==> config.mk <==
export PLATFORM = sky130hd
export DESIGN_NAME = rbd_front
export DESIGN_NICKNAME = d
export VERILOG_FILES = /design/src/rtl/rbd_pkg.sv /design/src/rtl/rbd_front.sv
export SDC_FILE = /design/constraint.sdc
export NUM_CORES = 1
export LEC_CHECK = 0
export ABC_AREA = 1
export BUFFER_PORTS_ARGS = -buffer_cell sky130_fd_sc_hd__buf_2
export CAP_MARGIN = 10
export CORE_MARGIN = 3
export CORE_UTILIZATION = 27
export CTS_BUF_LIST = sky130_fd_sc_hd__clkbuf_4 sky130_fd_sc_hd__clkbuf_8
export DETAILED_ROUTE_END_ITERATION = 8
export GPL_ROUTABILITY_DRIVEN = 0
export GPL_TIMING_DRIVEN = 0
export PLACE_DENSITY_LB_ADDON = 0.12
export SETUP_SLACK_MARGIN = 0.02
export SLEW_MARGIN = 10
export SYNTH_ARGS = -nofsm -noshare
export SYNTH_HDL_FRONTEND = slang
export SYNTH_SLANG_ARGS = --single-unit
export TNS_END_PERCENT = 1
==> constraint.sdc <==
create_clock -name aclk -period 6 [get_ports aclk]
set_input_delay 0.9 -clock aclk [delete_from_list [all_inputs] [get_ports aclk]]
set_output_delay 0.9 -clock aclk [all_outputs]
set_load 0.03 [all_outputs]
==> src/rtl/rbd_pkg.sv <==
// ============================================================================
// rbd_pkg: shared types and constants of the ring buffer deque
// Holds the request codes, the decoded operation and result records, and the
// field widths used by the front, queue and back modules.
// ============================================================================
package rbd_pkg;

    localparam int CAPACITY_DEF   = 1024;
    localparam int DATA_WIDTH_DEF = 32;

    localparam int REQ_TYPE_W   = 4;
    localparam int VALUE_W      = 32;
    localparam int POSITION_W   = 10;
    localparam int NEW_LENGTH_W = 11;
    localparam int DATA_OUT_W   = 32;
    localparam int STATUS_W     = 2;
    localparam int COUNT_W      = 11;

    localparam int S_TDATA_W = 56;
    localparam int M_TDATA_W = 48;
    localparam int S_PAD_W   = S_TDATA_W - VALUE_W - POSITION_W - NEW_LENGTH_W;
    localparam int M_PAD_W   = M_TDATA_W - DATA_OUT_W - STATUS_W - COUNT_W - 1;

    // Entries in the queue between the front and the back; a power of two.
    localparam int QUEUE_DEPTH = 2;

    // Request codes as they arrive on the input channel.
    localparam logic [REQ_TYPE_W-1:0] REQ_PUSH_BACK  = 4'd0;
    localparam logic [REQ_TYPE_W-1:0] REQ_PUSH_FRONT = 4'd1;
    localparam logic [REQ_TYPE_W-1:0] REQ_POP_BACK   = 4'd2;
    localparam logic [REQ_TYPE_W-1:0] REQ_POP_FRONT  = 4'd3;
    localparam logic [REQ_TYPE_W-1:0] REQ_PEEK_FRONT = 4'd4;
    localparam logic [REQ_TYPE_W-1:0] REQ_PEEK_BACK  = 4'd5;
    localparam logic [REQ_TYPE_W-1:0] REQ_READ_INDEX = 4'd6;
    localparam logic [REQ_TYPE_W-1:0] REQ_RESIZE     = 4'd7;
    localparam logic [REQ_TYPE_W-1:0] REQ_CLEAR      = 4'd8;

    // Result status codes.
    localparam logic [STATUS_W-1:0] ST_OK    = 2'd0;
    localparam logic [STATUS_W-1:0] ST_EMPTY = 2'd1;
    localparam logic [STATUS_W-1:0] ST_FULL  = 2'd2;
    localparam logic [STATUS_W-1:0] ST_RANGE = 2'd3;

    typedef enum logic [3:0] {
        OP_NONE,
        OP_PUSH_BACK,
        OP_PUSH_FRONT,
        OP_POP_BACK,
        OP_POP_FRONT,
        OP_PEEK_FRONT,
        OP_PEEK_BACK,
        OP_READ_INDEX,
        OP_RESIZE,
        OP_CLEAR
    } op_kind_t;

    typedef struct packed {
        op_kind_t                  kind;
        logic [VALUE_W-1:0]        value;
        logic [POSITION_W-1:0]     position;
        logic [NEW_LENGTH_W-1:0]   new_length;
    } op_t;

    typedef struct packed {
        logic [DATA_OUT_W-1:0] data_out;
        logic [STATUS_W-1:0]   status;
        logic [COUNT_W-1:0]    count;
        logic                  is_empty;
    } result_t;

endpackage

==> src/rtl/rbd_front.sv <==
// ============================================================================
// rbd_front: request intake and decode
// Takes items from the input channel, turns the request code into an
// operation kind and holds the decoded operation in a one-entry register.
// ============================================================================
module rbd_front
    import rbd_pkg::*;
(
    input  logic                    aclk,
    input  logic                    aresetn,
    input  logic                    s_valid,
    output logic                    s_ready,
    input  logic [REQ_TYPE_W-1:0]   req_type,
    input  logic [VALUE_W-1:0]      value,
    input  logic [POSITION_W-1:0]   position,
    input  logic [NEW_LENGTH_W-1:0] new_length,
    output logic                    op_valid,
    input  logic                    op_ready,
    output op_t                     op
);

    logic     valid_reg;
    op_t      op_reg;
    op_kind_t kind_dec;

    always_comb begin
        case (req_type)
            REQ_PUSH_BACK:  kind_dec = OP_PUSH_BACK;
            REQ_PUSH_FRONT: kind_dec = OP_PUSH_FRONT;
            REQ_POP_BACK:   kind_dec = OP_POP_BACK;
            REQ_POP_FRONT:  kind_dec = OP_POP_FRONT;
            REQ_PEEK_FRONT: kind_dec = OP_PEEK_FRONT;
            REQ_PEEK_BACK:  kind_dec = OP_PEEK_BACK;
            REQ_READ_INDEX: kind_dec = OP_READ_INDEX;
            REQ_RESIZE:     kind_dec = OP_RESIZE;
            REQ_CLEAR:      kind_dec = OP_CLEAR;
            default:        kind_dec = OP_NONE;
        endcase
    end

    assign s_ready  = !valid_reg || op_ready;
    assign op_valid = valid_reg;
    assign op       = op_reg;

    always_ff @(posedge aclk) begin
        if (!aresetn) begin
            valid_reg <= 1'b0;
        end else if (s_valid && s_ready) begin
            valid_reg <= 1'b1;
        end else if (op_ready) begin
            valid_reg <= 1'b0;
        end
    end

    always_ff @(posedge aclk) begin
        if (s_valid && s_ready) begin
            op_reg.kind       <= kind_dec;
            op_reg.value      <= value;
            op_reg.position   <= position;
            op_reg.new_length <= new_length;
        end
    end

endmodule

* After elaboration in Yosys (flattened, before gate mapping)
Memory sizes are Yosys's and may differ from the RTL's. A register that Yosys moved wholly into a read port is not among the register bits. Index checks and enable logic that the tools add are counted.
Word-level totals: bits in registers 54, bits in read-only memories 64, input bits 61, output and inout bits 59, logic and storage cells 11, memories kept 1
Memory list:
- (no name shown) | words 16, bits a word 4, read ports 1, clocked after Yosys merged registers in 1, wr ports 0, line rbd_front.sv:27 | case (req_type)
Operators by class: muxes and demuxes 2, reductions and logical operators 4
Operators by type and width (number):
- 1-bit two-way mux | 2
- 2-bit nonzero test | 1
- 1-bit logical AND | 1
- 1-bit zero test | 1
- 1-bit logical OR | 1

* Longest topological paths before layout
depth in word-level cells 4, mapped depth 4, depth with buffers taken out 4

* Least setup slack after synthesis
OpenSTA, ideal clock, no wires.
path kind input to register, start point input op_ready, end point register op_reg (netlist bit op[0]) (enable), library setup time 491 ps, arrival 3717 ps, data required time 5509 ps, path slack 1792 ps, stages on the path 2, buffers on the path 0, path through inv_1 a21oi_1
On the way: longest elaborated chain between the ends 2
RTL lines:
- start: declaration | line rbd_front.sv:18 | input logic op_ready,
- 1-bit logical OR | line rbd_front.sv:41 | assign s_ready = !valid_reg || op_ready;
- 1-bit logical AND | line rbd_front.sv:56 | if (s_valid && s_ready) begin
- end: declaration | line rbd_front.sv:23 | op_t op_reg;
No other way between the ends. A chain may end at the register's enable or synchronous reset.

* Final worst setup path
start point input op_ready, end point output s_ready
On the way: longest elaborated chain between the ends 1
RTL lines:
- 1-bit logical OR | line rbd_front.sv:41
- end: declaration | line rbd_front.sv:12 | output logic s_ready,
No other way between the ends.

==> impl_metrics.csv <==
group,metric,value,unit
finish,layout_common_cells,"sky130_fd_sc_hd__buf_2 (119), sky130_fd_sc_hd__edfxtp_1 (57), sky130_fd_sc_hd__clkbuf_8 (9), sky130_fd_sc_hd__inv_1 (8)",
timing,achievable-frequency,443,MHz
timing,setup_ws,3.74,ns
synthesis,synth_area_leaders,"sky130_fd_sc_hd__edfxtp_1 (92%), sky130_fd_sc_hd__ha_1 (2.0%), sky130_fd_sc_hd__inv_1 (1.6%), sky130_fd_sc_hd__dfxtp_1 (1.1%), sky130_fd_sc_hd__nand2_1 (0.61%)",
floorplan,die_height,88.8,µm
worst_setup_path,crit_type,"in2out",
clock_tree,cts-buffers-inserted,9,
power,total_power,0.963,mW
finish,number_of_flip_flops_in_the_largest_register,57,
finish,antenna_cells,0,
route,route.detailed.drc,0,
status,outcome,"finished clean",
floorplan,floorplan.initialDensity,0.285,
worst_setup_path,slowest_delay,0.18,ns
run,max_cap_violations,0,
worst_setup_path,worst-endpoint-required,5.10,ns
worst_setup_path,top_cell_family_by_delay_on_the_critical_path,"buffers and inverters",
timing,slew_of_the_pin_with_the_lowest_slew_margin,0.560,ns
clock_tree,worstSkewPairLatency,0.32,ns
timing,final_max_slew_viol_count,0,
synthesis,post_synth_num_cell_types,10,
clock_tree,cts_tree,"done",
clock_tree,clk_path_buf_depth,2,
synthesis,synth_warnings,0,
timing,finalHoldViolations,0,
grt,first_global_vias,1231,
timing,unrepaired_setup_endpoints_after_global_routing,"no",
place,post_dp_cell_area,0.00260,mm²
finish,fin_cells,295,
clock_tree,numClockSinks,58,
worst_setup_path,reg2reg_slack,4.41,ns
route,vias_per_cell,4.04,
power,cellPowerDensity,342,mW/mm²
route,antenna_violating_nets_post_route,0,
floorplan,design.core.area,0.00649,mm²
timing,finalWorstPathRequiredPeriod,2.26,ns
clock_tree,cts_post_setup_buffers_inserted,0,
synthesis,synthesis.area,0.00185,mm²
timing,holdWs,0.534,ns
clock_tree,ctsHoldBuffers,0,
floorplan,die_area,0.00789,mm²
place,dp.cells,279,
place,estimated_wirelength_of_the_detail_placed_design,3070,µm
timing,setup_violations,0,
clock_tree,root_buffer,"sky130_fd_sc_hd__clkbuf_8",
worst_setup_path,critPathArrivalTime,1.36,ns
grt,grt_use_total,0.104,
synthesis,synthesis.instances,81,
synthesis,synth-seq-area-share,0.935,
synthesis,synth_area_leader_cell,"sky130_fd_sc_hd__edfxtp_1",
timing,worst_slew_margin_rel,0.626,
synthesis,synth_nets,145,
finish,final_net_count,277,
worst_setup_path,crit_start,"op_ready",
synthesis,yosysTopAreaCellShare,0.924,
synthesis,avgSynthCellArea,22.9,µm²
timing,fraction_of_the_cycle_the_final_worst_path_needs,0.376,
worst_setup_path,reg2regPathDepth,3,
worst_setup_path,crit_path_cell_trace,"buf_2 > inv_1 > nand2_2 > buf_2",
power,worst_ir_drop_vdd,0.000232,V
finish,design_area,0.00281,mm²
power,p_leak,1.25,nW
grt,grt_first_pass_wirelength,5690,µm
timing,skew,0.00737,ns
worst_setup_path,worstPathMaxFanout,2,
route,route.vias.total,1191,
place,count_of_input_and_output_buffers,119,
floorplan,num_rows,29,
worst_setup_path,worst-path-buf-inv,3,
timing,totalNegativeSetupSlack,0,ns
finish,final_core_util,0.433,
finish,commonest_non_fill_non_tap_cell_in_the_layout,"sky130_fd_sc_hd__buf_2",
place,post-place-ws,3.70,ns
floorplan,horiz_die_dim,88.8,µm
worst_setup_path,crit_path_end,"s_ready",
worst_setup_path,start_kind,"primary input",
route,totalWireLength,4010,µm
worst_setup_path,timing.critical_path.depth,4,
worst_setup_path,timing.critical_path.mode_cell,"sky130_fd_sc_hd__buf_2",
worst_setup_path,worstReg2RegEnd,"op[52]",
route,initial_drt_markers,27,
finish,area_delta_synth_final,51.7,%
finish,layout_cell_share_with_drive_strength_beyond_1,0.624,
grt,antenna_found_initial,0,
grt,grt_start_max_net_pins,30,
clock_tree,cts.repair.resized,0,
min_path,worst_hold_path_type,"reg2reg",
clock_tree,cts.htree.levels,3,
worst_setup_path,cpMaxStageDelayCell,"sky130_fd_sc_hd__buf_2",
worst_setup_path,timing.rr.start,"op_valid",
clock_tree,worst_setup_hold_path_clk_slew,0.07,ns
synthesis,seq_cells_post_synth,58,
route,first_pass_iters,3,
route,drt-wirelength-per-cell,13.6,µm
floorplan,i_o_pin_total,120,
worst_setup_path,timing.critical_path.to_type,"primary output",
grt,grt_overflow_total,0,
## metal layers
metal	GRT usage	part of all wire	vias to the layer above
li1	-	-	567
met1	0.108	0.38	537
met2	0.161	0.49	74
met3	0.0438	0.099	13
met4	0.0907	0.031	0
met5	0	0	-
## worst min-delay path, cell delays in order (launching register included)
cell,delay [ns]
sky130_fd_sc_hd__dfxtp_1,0.35
sky130_fd_sc_hd__nand2_2,0.09
sky130_fd_sc_hd__a21oi_1,0.05
## worst min path at each step
stage	startpoint	endpoint	slack (ns)	depth (start not counted)
after floorplan	op_valid	op_valid	0.74	2
after global placement	op_valid	op_valid	0.47	2
after detailed placement	op_valid	op_valid	0.53	2
after CTS	op_valid	op_valid	0.54	2
after global routing	op_valid	op_valid	0.57	2
final	op_valid	op_valid	0.53	2
## cell usage after synthesis, drive strengths merged
| library cell | number |
|---|---|
| o21ai | 1 |
| nand2 | 4 |
| nor2 | 3 |
| dfxtp | 1 |
| a21oi | 2 |
| edfxtp | 57 |
| ha | 3 |
| inv | 8 |
| nand3 | 2 |
## power breakdown
part           switching, mW  internal [mW]  total, mW  leakage, nW
clock network          0.145          0.229      0.373        0.102
registers            0.00545          0.474      0.479        0.561
logic                 0.0748         0.0352      0.110        0.584
## cell type report
class                   instances  area (µm²)
well taps                      77        96.3
clock inverters                 7        83.8
inverters                       8        30.0
repair buffers                121         643
flip-flops and latches         58        1730
fillers                       622        3680
clock buffers                   9         124
multi-input cells              15         103
## cells by family after synthesis
| logic type | Yosys count | synth area share |
|---|---|---|
| DFF | 58 | 0.935 |
| buffers and inverters | 8 | 0.0162 |
| adders and majority gates | 3 | 0.0203 |
| and+or+nand+nor | 9 | 0.0209 |
| AOI/OAI and AO/OA | 3 | 0.00810 |
Note: power is estimated with default switching activity, not from simulation.
