$ cat src/rtl/rbd_pkg.sv
// ============================================================================
// rbd_pkg: shared types and constants of the ring buffer deque
// Holds the request codes, the decoded operation and result records, and the
// field widths used by the front, queue and back modules.
// ============================================================================
package rbd_pkg;

    localparam int CAPACITY_DEF   = 1024;
    localparam int DATA_WIDTH_DEF = 32;

    localparam int REQ_TYPE_W   = 4;
    localparam int VALUE_W      = 32;
    localparam int POSITION_W   = 10;
    localparam int NEW_LENGTH_W = 11;
    localparam int DATA_OUT_W   = 32;
    localparam int STATUS_W     = 2;
    localparam int COUNT_W      = 11;

    localparam int S_TDATA_W = 56;
    localparam int M_TDATA_W = 48;
    localparam int S_PAD_W   = S_TDATA_W - VALUE_W - POSITION_W - NEW_LENGTH_W;
    localparam int M_PAD_W   = M_TDATA_W - DATA_OUT_W - STATUS_W - COUNT_W - 1;

    // Entries in the queue between the front and the back; a power of two.
    localparam int QUEUE_DEPTH = 2;

    // Request codes as they arrive on the input channel.
    localparam logic [REQ_TYPE_W-1:0] REQ_PUSH_BACK  = 4'd0;
    localparam logic [REQ_TYPE_W-1:0] REQ_PUSH_FRONT = 4'd1;
    localparam logic [REQ_TYPE_W-1:0] REQ_POP_BACK   = 4'd2;
    localparam logic [REQ_TYPE_W-1:0] REQ_POP_FRONT  = 4'd3;
    localparam logic [REQ_TYPE_W-1:0] REQ_PEEK_FRONT = 4'd4;
    localparam logic [REQ_TYPE_W-1:0] REQ_PEEK_BACK  = 4'd5;
    localparam logic [REQ_TYPE_W-1:0] REQ_READ_INDEX = 4'd6;
    localparam logic [REQ_TYPE_W-1:0] REQ_RESIZE     = 4'd7;
    localparam logic [REQ_TYPE_W-1:0] REQ_CLEAR      = 4'd8;

    // Result status codes.
    localparam logic [STATUS_W-1:0] ST_OK    = 2'd0;
    localparam logic [STATUS_W-1:0] ST_EMPTY = 2'd1;
    localparam logic [STATUS_W-1:0] ST_FULL  = 2'd2;
    localparam logic [STATUS_W-1:0] ST_RANGE = 2'd3;

    typedef enum logic [3:0] {
        OP_NONE,
        OP_PUSH_BACK,
        OP_PUSH_FRONT,
        OP_POP_BACK,
        OP_POP_FRONT,
        OP_PEEK_FRONT,
        OP_PEEK_BACK,
        OP_READ_INDEX,
        OP_RESIZE,
        OP_CLEAR
    } op_kind_t;

    typedef struct packed {
        op_kind_t                  kind;
        logic [VALUE_W-1:0]        value;
        logic [POSITION_W-1:0]     position;
        logic [NEW_LENGTH_W-1:0]   new_length;
    } op_t;

    typedef struct packed {
        logic [DATA_OUT_W-1:0] data_out;
        logic [STATUS_W-1:0]   status;
        logic [COUNT_W-1:0]    count;
        logic                  is_empty;
    } result_t;

endpackage

$ cat src/rtl/rbd_queue.sv
// ============================================================================
// rbd_queue: operation queue between front and back
// A short first-in first-out queue of decoded operations so that the front
// keeps taking items while the back is busy.
// ============================================================================
module rbd_queue
    import rbd_pkg::*;
(
    input  logic aclk,
    input  logic aresetn,
    input  logic in_valid,
    output logic in_ready,
    input  op_t  in_op,
    output logic out_valid,
    input  logic out_ready,
    output op_t  out_op
);

    localparam int QP_W = (QUEUE_DEPTH > 1) ? $clog2(QUEUE_DEPTH) : 1;
    localparam int QC_W = $clog2(QUEUE_DEPTH + 1);

    op_t             entry_reg [QUEUE_DEPTH];
    logic [QP_W-1:0] wr_ptr_reg;
    logic [QP_W-1:0] rd_ptr_reg;
    logic [QC_W-1:0] used_reg;
    logic            push;
    logic            pop;

    assign in_ready  = used_reg != QC_W'(QUEUE_DEPTH);
    assign out_valid = used_reg != '0;
    assign out_op    = entry_reg[rd_ptr_reg];
    assign push      = in_valid && in_ready;
    assign pop       = out_valid && out_ready;

    always_ff @(posedge aclk) begin
        if (!aresetn) begin
            wr_ptr_reg <= '0;
            rd_ptr_reg <= '0;
            used_reg   <= '0;
        end else begin
            if (push) begin
                wr_ptr_reg <= wr_ptr_reg + 1'b1;
            end
            if (pop) begin
                rd_ptr_reg <= rd_ptr_reg + 1'b1;
            end
            if (push && !pop) begin
                used_reg <= used_reg + 1'b1;
            end else if (pop && !push) begin
                used_reg <= used_reg - 1'b1;
            end
        end
    end

    always_ff @(posedge aclk) begin
        if (push) begin
            entry_reg[wr_ptr_reg] <= in_op;
        end
    end

endmodule

$ cat config.mk
export PLATFORM = sky130hd
export DESIGN_NAME = rbd_queue
export DESIGN_NICKNAME = d
export VERILOG_FILES = /design/src/rtl/rbd_pkg.sv /design/src/rtl/rbd_queue.sv
export SDC_FILE = /design/constraint.sdc
export NUM_CORES = 1
export LEC_CHECK = 0
export ABC_AREA = 1
export ABC_CLOCK_PERIOD_IN_PS = 9300
export BUFFER_PORTS_ARGS = -buffer_cell sky130_fd_sc_hd__buf_2
export CAP_MARGIN = 20
export CORE_UTILIZATION = 56
export CTS_CLUSTER_SIZE = 10
export DETAILED_ROUTE_END_ITERATION = 6
export PLACE_DENSITY = 0.9
export SKIP_CTS_REPAIR_TIMING = 1
export SYNTH_ARGS = -nofsm -noshare
export SYNTH_HDL_FRONTEND = slang
export SYNTH_SLANG_ARGS = --single-unit
export TNS_END_PERCENT = 5
$ cat constraint.sdc
create_clock -name aclk -period 9.3 [get_ports aclk]
set_input_delay 0.465 -clock aclk [delete_from_list [all_inputs] [get_ports aclk]]
set_output_delay 0.465 -clock aclk [all_outputs]
set_load 0.05 [all_outputs]
Word level (Yosys, flattened, before mapping). Memory sizes are Yosys's and may differ from the RTL's. A register that Yosys moved wholly into a read port is not among the register bits. Cells that the tools add are included.

Add/subtract/negate cells: 4. Eq/ne operators: 1. Mux-type cells: 6. Reduce and logical (&&, ||, !) cells: 8.

Operator list (count): $logic_and A1 B1 Y1 (4); $mux W1 (4); $mux W2 (2); $reduce_bool A2 Y1 (2); $add A1 B1 Y1 const B (2); $add A2 B1 Y2 const B (1); $logic_not A1 Y1 (2); $ne A2 B2 Y1 const B (1); $sub A2 B1 Y2 const B (1).

Register bits after elaboration: 4. Bits in writable memories: 114. Input bits: 61. Output and inout bits: 59. Word-level logic and storage cells: 23. Memories: 1.

Memory list: entry_reg (words 2, bits a word 57, rd ports 1, clocked after Yosys merged registers in 1, write ports 1, line rbd_queue.sv:22) `op_t entry_reg [QUEUE_DEPTH];`.

Longest topological paths before layout. Gate-level depths: netlist of run 1.

Depth after elaboration: 6. Depth in mapped cells: 11.

Least setup slack after synthesis of run 1. Ideal clock, no wire load.

Kind: flip-flop to flip-flop. Start point: register used_reg[0]. End point: memory entry_reg[0][0] (netlist bit), enable pin. Arrival: 3.358 ns. Required time: 8.828 ns. Setup slack: 5.469 ns. Cell stages (with the launch flop): 5. Buffers on the path: 0. Path through: dfxtp_1 -> inv_1 -> nand2_1 -> nand2_1 -> nor2_1.

Longest elaborated chain between the ends: 4.

RTL lines: start, declared (line rbd_queue.sv:25) `logic [QC_W-1:0] used_reg;`; start signal, assigned (line rbd_queue.sv:48) `used_reg <= used_reg + 1'b1;`; start signal, assigned (line rbd_queue.sv:50) `used_reg <= used_reg - 1'b1;`; $ne A2 B2 Y1 (line rbd_queue.sv:29) `assign in_ready = used_reg != QC_W'(QUEUE_DEPTH);`; via in_ready (line rbd_queue.sv:12) `output logic in_ready,`; $logic_and A1 B1 Y1 (line rbd_queue.sv:32) `assign push = in_valid && in_ready;`; $mux W1 (line rbd_queue.sv:56) `if (push) begin`; $mux W1 (implied by the code) (line rbd_queue.sv:57) `entry_reg[wr_ptr_reg] <= in_op;`; end, declared (line rbd_queue.sv:22).

The timed path passes the listed nets, and every way through them passes these cells.

==> results of run 1 <==
kinds of logic (layout without fill, tap and decap cells):
kind of cell             after synthesis  after routing
AO/OA/AOI/OAI                          4              4
adder cells (fa/ha/maj)                1              1
buffers and inverters                 14            161
flip-flops                           119            119
multiplexers                          57             57
AND/OR/NAND/NOR                       19             19
cell usage in the layout (no fill, tap or decap):
cell type,Yosys,layout
a21oi_1,1,1
buf_2,2,119
buf_4,0,2
bufinv_16,0,2
clkbuf_16,0,16
clkbuf_8,0,1
clkinv_1,0,2
clkinv_2,0,6
clkinv_4,0,2
clkinvlp_4,0,3
dfxtp_1,5,4
dfxtp_4,0,1
edfxtp_1,114,114
ha_1,1,1
inv_1,8,8
mux2_2,27,27
mux2_4,30,30
nand2_1,9,9
nand3_1,1,1
nand4_1,1,1
nor2_1,8,6
nor2_4,0,2
o21a_1,1,1
o21ai_0,2,2
through the flow:
stage	hold slack [ns]	instance area, um2	total power [mW]	utilization, %	setup slack (ns)
global route	0.1228	5727	1.942	74.11	6.588
CTS	0.1217	5727	1.892	74.11	6.678
global placement	0.4805	5175	1.282	66.97	7.229
floorplan	0.4669	4473	1.189	-	5.469
detailed placement	0.5354	5175	1.298	66.97	7.223
finish	0.1444	5727	1.873	74.11	6.704
final timing paths:
path               startpoint               end  slack [ns]  cells after the start
setup reg to reg  used_reg[0]  entry_reg[0][11]        7.44                      5
hold reg to reg    wr_ptr_reg        wr_ptr_reg        0.54                      2
hold / removal      in_op[15]  entry_reg[1][15]        0.14                      1
setup / recovery         flop         out_op[4]        6.70                      2
worst max-delay path: stages, from the launching register on:
cell,delay (ns)
dfxtp_4,0.92
mux2_2,0.42
buf_2,0.21
per-layer routing:
layer	GRT usage (%)	vias up	routed length, um
met1	19.64	1132	2808
met2	31.25	87	3792
met5	0	-	0
met4	9.524	0	150
met3	7.370	14	442
li1	-	1096	-
cell type report:
type                            count  area (um2)
Clock buffer                       17       414.1
Clock inverter                     15       137.6
Fill cell                         482        2001
Inverter                            8       30.03
Multi-Input combinational cell     81       879.6
Sequential cell                   119        3527
Tap cell                          102       127.6
Timing Repair Buffer              121       610.6
power by group:
group / internal (mW) / switching (mW)
Clock: 0.375 / 0.216
Combinational: 0.168 / 0.381
Sequential: 0.680 / 0.0519
==> flow_summary.json, run 1 <==
{
  "grt_max_degree": 58,
  "synth_simple_gate_area_share_pct": 1.678,
  "synthDistinctLibCells": 15,
  "cap_violations": 0,
  "antenna_found_initial": 0,
  "track_usage_pct": 18.35,
  "slew_viol_final": 0,
  "ant_nets": 0,
  "synth_top_area_share_pct": 76.53,
  "synth.most_common_cell": "edfxtp_1",
  "post-route-period-util_pct": 27.92,
  "syn2layout_area_growth_pct": 28.03,
  "required_ns": 8.84,
  "syn_inst": 214,
  "core-area_um2": 7727,
  "grt_pass1_vias": 2329,
  "cts_max_path_buffers": 2,
  "io-pin-count": 120,
  "drive_above_1_share_pct": 58.45,
  "status": "finished clean",
  "rsz0062_at_grt": "false",
  "portBuffers": 119,
  "synthArstFlopShare_pct": 0,
  "largest_reg_flops": 114,
  "synth_compound_area_share_pct": 0.5035,
  "die_h_um": 91.38,
  "initial_core_util_pct": 57.89,
  "clock-sinks": 119,
  "synth_area_um2": 4473,
  "place_congestion": 0.7171,
  "grt_pass1_wl_um": 10880,
  "synth-xor-area-share_pct": 0,
  "yosysTopAreaCell": "edfxtp_1",
  "num_rows": 32,
  "viasPerCell": 5.030,
  "antenna_cells": 0,
  "wl_per_cell_um": 15.54,
  "cp.arrival_ns": 2.13,
  "tritoncts": "built",
  "hold_viol": 0,
  "setup_tns_ns": 0,
  "fmax_mhz": 385.1,
  "cts_max_level": 4,
  "worst_pin_slew_ns": 0.9319,
  "worstPathMaxFanout": 57,
  "ys_ff_latch": 119,
  "synthMuxAreaShare_pct": 16.87,
  "yosysWarningCount": 0,
  "power_density_nw_per_um2": 327.0,
  "root_buffer": "clkbuf_8",
  "syn_nets": 276,
  "worstSetupPathType": "reg2out",
  "drt_iter0_drc": 124,
  "final_cell_count_no_fill": 463,
  "peakVddDrop_mv": 0.2121,
  "worst_setup_path_start_kind": "flop",
  "overflow": 0,
  "insertion_delay_ns": 0.50,
  "synth_adder_area_share_pct": 0.2797,
  "synth_edf_count": 114,
  "fp.dieArea_um2": 8349,
  "endpoint_kind": "output pin",
  "synth_area_leaders": "edfxtp_1 (77%), mux2_4 (10%), mux2_2 (6.8%)",
  "skew_ns": 0.01590,
  "layout.nets": 410,
  "dp_hpwl_um": 4535,
  "cts_buffers": 17,
  "clk_pin_slew_ns": 0.06,
  "synth_top_cells_by_count": "edfxtp_1 (114), mux2_4 (30), mux2_2 (27)",
  "min_period_ns": 2.596,
  "seq_area_frac_synth_pct": 78.77,
  "dpl.cell_count": 431,
  "synth_top_family_by_area": "multiplexers",
  "setup_viol": 0,
  "via_count": 2329,
  "die_w_um": 91.38,
  "drt-pass1-iter-count": 4,
  "slew-limit-headroom_pct": 37.88,
  "wirelength_um": 7193,
  "hold_class": "in2reg",
  "remaining_drc_errors": 0,
  "syn_avg_cell_area_um2": 20.90,
  "ys.flop_type": "edfxtp_1",
  "p_leak_nw": 2.255
}
Note: power is estimated with default switching activity, not from simulation.
==> run 2, diff against run 1 <==
--- a/config.mk
+++ b/config.mk
@@ -6,13 +6,13 @@
 export NUM_CORES = 1
 export LEC_CHECK = 0
 export ABC_AREA = 1
-export ABC_CLOCK_PERIOD_IN_PS = 9300
+export ABC_CLOCK_PERIOD_IN_PS = 2220
 export BUFFER_PORTS_ARGS = -buffer_cell sky130_fd_sc_hd__buf_2
 export CAP_MARGIN = 20
-export CORE_UTILIZATION = 56
+export CORE_UTILIZATION = 47
 export CTS_CLUSTER_SIZE = 10
 export DETAILED_ROUTE_END_ITERATION = 6
-export PLACE_DENSITY = 0.9
+export PLACE_DENSITY = 0.81
 export SKIP_CTS_REPAIR_TIMING = 1
 export SYNTH_ARGS = -nofsm -noshare
 export SYNTH_HDL_FRONTEND = slang
==> constraint.sdc (replaced) <==
create_clock -name aclk -period 2.22 [get_ports aclk]
set_input_delay 0.111 -clock aclk [delete_from_list [all_inputs] [get_ports aclk]]
set_output_delay 0.111 -clock aclk [all_outputs]
set_load 0.05 [all_outputs]
==> run 2 against run 1 <==
Net effect: die area rose by 19%; clock skew fell by 0.0062 ns; worst hold slack got worse by 0.064 ns; global-route usage fell by 2.3 points; via count rose by 12%; core utilization fell by 4.2 points; first-iteration DRC count fell by 23%; critical path type unchanged; largest power group unchanged.
==> flow_summary.json, run 2 (same netlist as run 1, synthesis figures left out) <==
{
  "status": "finished clean",
  "pwr-share-seq_pct": 35.9,
  "final_common_cell": "buf_2",
  "io-pin-count": 120,
  "clock-sinks": 119,
  "antenna_cells": 0,
  "pwr-share-comb_pct": 30.1,
  "grt_max_degree": 37,
  "worst_pin_slew_ns": 0.4945,
  "clkPwrFrac_pct": 34.0,
  "cp.buffers_inverters": 2,
  "layout.nets": 472,
  "cts_max_level": 4,
  "min_period_ns": 2.063,
  "via_count": 2602,
  "insertion_delay_ns": 0.48,
  "use_met2_pct": 26.82,
  "tritoncts": "built",
  "core-area_um2": 9240,
  "place_congestion": 0.7364,
  "cap_violations": 0,
  "post-route-period-util_pct": 92.94,
  "worst_setup_path_start_kind": "flop",
  "cp.arrival_ns": 1.95,
  "grt_pass1_wl_um": 11700,
  "ant_nets": 0,
  "fmax_mhz": 484.7,
  "fp.dieArea_um2": 9911,
  "cp_top_family": "flip-flops",
  "power_density_nw_per_um2": 1292,
  "num_rows": 35,
  "viasPerCell": 4.714,
  "track_usage_pct": 16.04,
  "cts_max_path_buffers": 2,
  "p_leak_nw": 2.547,
  "hold_viol": 0,
  "skew_ns": 0.009654,
  "required_ns": 2.11,
  "worstPathMaxFanout": 28,
  "grt_pass1_vias": 2408,
  "largest_reg_flops": 114,
  "grt.met3_usage_pct": 6.184,
  "drt_iter0_drc": 96,
  "dp_hpwl_um": 4994,
  "worstSetupPathType": "reg2out",
  "overflow": 0,
  "root_buffer": "clkbuf_8",
  "wl_per_cell_um": 15.34,
  "hold_class": "in2reg",
  "drt-pass1-iter-count": 4,
  "cts_buffers": 17,
  "initial_core_util_pct": 48.41,
  "syn2layout_area_growth_pct": 44.39,
  "final_cell_count_no_fill": 552,
  "critical-path-max-stage-delay_ns": 0.61,
  "remaining_drc_errors": 0,
  "clk_pin_slew_ns": 0.05,
  "crit_slowest_cell": "dfxtp_4",
  "drive_above_1_share_pct": 50.59,
  "slew_viol_final": 0,
  "swShare_pct": 33.16,
  "path_cells": "buf_4 > mux2_2 > buf_2",
  "dpl.cell_count": 462,
  "antenna_found_initial": 0,
  "die_h_um": 99.56,
  "die_w_um": 99.56,
  "setup_tns_ns": 0,
  "slew-limit-headroom_pct": 67.03,
  "endpoint_kind": "output pin",
  "rsz0062_at_grt": "false",
  "peakVddDrop_mv": 1.035,
  "wirelength_um": 8467,
  "portBuffers": 119,
  "busiest_layer": "met2",
  "p_int_mw": 5.577,
  "p_switching_mw": 2.766,
  "grtUsageMet1_pct": 18.94,
  "setup_viol": 0,
  "final_cell_mix": "buf_2 (119), edfxtp_1 (114), dlygate4sd3_1 (58)"
}
-- run 2: changes by cell type in the layout (fill, tap and decap cells not counted), sizes merged --
cell / previous run / this run
buf: 121 / 125
clkbuf: 17 / 19
dlygate4sd3: 0 / 58
clkinv: 10 / 4
bufinv: 2 / 5
inv: 8 / 9
-- run 2: worst paths after layout --
path | from | endpoint | slack [ns] | depth (start not counted)
setup / recovery | flop | out_op[0] | 0.16 | 3
hold / removal | out_ready | flop | 0.08 | 5
setup reg to reg | used_reg[0] | entry_reg[0][27] | 0.56 | 5
hold reg to reg | rd_ptr_reg | flop | 0.53 | 2
-- run 2: final cells by class --
cell class / instances / area, um2
Clock buffer: 19 / 421.7
Clock inverter: 13 / 202.7
Fill cell: 586 / 2781
Inverter: 8 / 30.03
Multi-Input combinational cell: 81 / 882.1
Sequential cell: 119 / 3527
Tap cell: 129 / 161.4
Timing Repair Buffer: 183 / 1234
-- run 2: layer usage --
| metal | vias to the layer above | wire (um) |
|---|---|---|
| met5 | - | 0 |
| met2 | 95 | 4678 |
| li1 | 1226 | - |
| met3 | 7 | 365 |
| met4 | 0 | 48 |
| met1 | 1274 | 3374 |
-- run 2: power groups by stage --
stage | combinational [mW] | sequential [mW] | clock, mW
finish | 2.51 | 2.99 | 2.84
floorplan | 2.02 | 2.95 | 0
CTS | 2.44 | 3.00 | 2.89
global route | 2.64 | 3.03 | 3.00
detailed placement | 2.44 | 3.04 | 0
global placement | 2.39 | 3.02 | 0
-- run 2: through the flow --
step	util, %	hold slack, ns	power (mW)	setup WS (ns)	instance area [um2]
finish	69.90	0.08055	8.343	0.1568	6459
global route	69.90	0.08030	8.669	0.03619	6459
CTS	63.62	-0.2165	8.329	0.08983	5878
detailed placement	56.86	0.3016	5.480	0.5780	5254
global placement	56.86	0.2981	5.416	0.6423	5254
floorplan	-	0.2099	4.974	0.04936	4491
-- run 2: worst register-to-register path, cell delays in order, from the launching register on --
cell and delay [ns]:
dfxtp_1 0.35, inv_1 0.11, nand2_2 0.08, nand2_1 0.15
nor2_4 0.15, buf_4 0.42
==> run 3, diff against run 2 <==
--- a/config.mk
+++ b/config.mk
@@ -9,6 +9,7 @@
 export ABC_CLOCK_PERIOD_IN_PS = 2220
 export BUFFER_PORTS_ARGS = -buffer_cell sky130_fd_sc_hd__buf_2
 export CAP_MARGIN = 20
+export CORE_ASPECT_RATIO = 0.6
 export CORE_UTILIZATION = 47
 export CTS_CLUSTER_SIZE = 10
 export DETAILED_ROUTE_END_ITERATION = 6
==> run 3 against run 2 <==
Net effect: clock skew is 0.0027 ns lower; first-iteration DRC count increased by 31%; total power down 0.62%; cell count is 0.18% higher; combinational power rose by 2%; core utilization increased by 0.36 points; sequential power about the same; critical endpoint is now out_op[48]; largest cell class unchanged.
==> flow_summary.json, run 3 (same netlist as run 1, synthesis figures left out) <==
{
  "pwr-share-seq_pct": 36.0,
  "clkPwrFrac_pct": 33.2,
  "layout.nets": 472,
  "power_density_nw_per_um2": 1284,
  "peakVddDrop_mv": 0.7154,
  "die_h_um": 77.57,
  "min_period_ns": 1.960,
  "fp.dieArea_um2": 9924,
  "wirelength_um": 8708,
  "dp_hpwl_um": 5125,
  "fin_hold_ws_ns": 0.1523,
  "required_ns": 2.11,
  "worstSetupPathType": "reg2out",
  "setup_tns_ns": 0,
  "cts_buffers": 17,
  "remaining_drc_errors": 0,
  "io-pin-count": 120,
  "num_rows": 27,
  "fmax_mhz": 510.2,
  "tritoncts": "built",
  "insertion_delay_ns": 0.40,
  "viasPerCell": 4.631,
  "final_cell_count_no_fill": 553,
  "dpl.cell_count": 463,
  "clock-sinks": 119,
  "drt_iter0_drc": 126,
  "p_int_mw": 5.524,
  "via_count": 2561,
  "grt_max_degree": 45,
  "hold_viol": 0,
  "rsz0062_at_grt": "false",
  "portBuffers": 119,
  "cts_max_level": 4,
  "fillers": 605,
  "final_cell_mix": "buf_2 (119), edfxtp_1 (114), dlygate4sd3_1 (58)",
  "initial_core_util_pct": 48.68,
  "p_switching_mw": 2.768,
  "slew_viol_final": 0,
  "skew_ns": 0.006987,
  "syn2layout_area_growth_pct": 44.34,
  "worst_pin_slew_ns": 0.3429,
  "grt_pass1_vias": 2381,
  "largest_reg_flops": 114,
  "slew-limit-headroom_pct": 77.14,
  "cp_top_family": "flip-flops",
  "root_buffer": "clkbuf_16",
  "die_w_um": 127.9,
  "hold_class": "in2reg",
  "p_leak_nw": 2.551,
  "antenna_found_initial": 0,
  "final_common_cell": "buf_2",
  "track_usage_pct": 16.91,
  "pwr-share-comb_pct": 30.8,
  "path_cells": "buf_4 > mux2_2 > buf_2",
  "cap_violations": 0,
  "drt-pass1-iter-count": 4,
  "post-route-util_pct": 70.26,
  "critical-path-max-stage-delay_ns": 0.55,
  "core-area_um2": 9189,
  "antenna_cells": 0,
  "clk_pin_slew_ns": 0.05,
  "wl_per_cell_um": 15.75,
  "ant_nets": 0,
  "worstPathMaxFanout": 23,
  "crit_slowest_cell": "dfxtp_4",
  "place_congestion": 0.7184,
  "status": "finished clean",
  "cts_max_path_buffers": 2,
  "endpoint_kind": "output pin",
  "cp.buffers_inverters": 2,
  "setup_viol": 0,
  "grt_pass1_wl_um": 11940,
  "worst_setup_path_start_kind": "flop",
  "swShare_pct": 33.38,
  "drive_above_1_share_pct": 50.12,
  "cp.arrival_ns": 1.85,
  "post-route-period-util_pct": 88.30,
  "overflow": 0
}
run 3: cell count changes in the layout (fill, tap and decap cells not counted):
cell / delta
clkinv_2: +3
buf_12: +2
buf_4: -2
clkbuf_1: +2
clkinvlp_4: -2
bufinv_16: -1
clkbuf_16: +1
clkbuf_8: -1
clkinv_4: -1
inv_6: -1
run 3: area by class of cell:
class                           count  area (um2)  share of cell area (%)
Clock buffer                       21       440.4                   6.822
Inverter                            8       30.03                  0.4651
Timing Repair Buffer              183        1259                   19.50
Sequential cell                   119        3527                   54.63
Multi-Input combinational cell     81       882.1                   13.66
Clock inverter                     11       155.1                   2.403
Tap cell                          130       162.7                   2.519
run 3: worst paths after layout:
| kind | from | to | slack (ns) | cells past startpoint |
|---|---|---|---|---|
| worst max-delay path | flop | out_op[48] | 0.26 | 3 |
| worst min-delay path | out_ready | rd_ptr_reg | 0.15 | 4 |
| worst max register to register | used_reg[0] | used_reg[1] | 0.58 | 10 |
| worst min register to register | rd_ptr_reg | rd_ptr_reg | 0.52 | 2 |
run 3: power by group through the flow:
stage,combinational (mW),sequential [mW],clock (mW)
after floorplan,2.02,2.95,0
after global placement,2.46,3.01,0
after detailed placement,2.48,3.03,0
after CTS,2.49,2.99,2.80
after global routing,2.68,3.02,2.89
final,2.56,2.98,2.75
run 3: worst reg2reg max path: cells and delay by family (launching register included):
kind | cells | cell delay, ns
adder cells (fa/ha/maj) | 1 | 0.34
buffers and inverters | 4 | 0.35
flip-flops | 1 | 0.32
AND/OR/NAND/NOR | 5 | 0.56
run 3: metrics by stage:
| step | worst slack, ns | power, mW | cell area (um2) |
|---|---|---|---|
| 2_1_floorplan | 0.04936 | 4.974 | 4491 |
| 3_3_place_gp | 0.6521 | 5.466 | 5280 |
| 3_5_place_dp | 0.5807 | 5.514 | 5280 |
| 4_1_cts | 0.2137 | 8.276 | 5876 |
| 5_1_grt | 0.1679 | 8.582 | 6456 |
| 6_report | 0.2598 | 8.292 | 6456 |
run 3: metal layers:
layer	track usage, %	part of all wire (%)	routed length (um)
met5	0	0	0
met1	20.60	45	3902
met4	9.529	1.2	108
met3	6.552	5.5	482
met2	25.98	48	4214
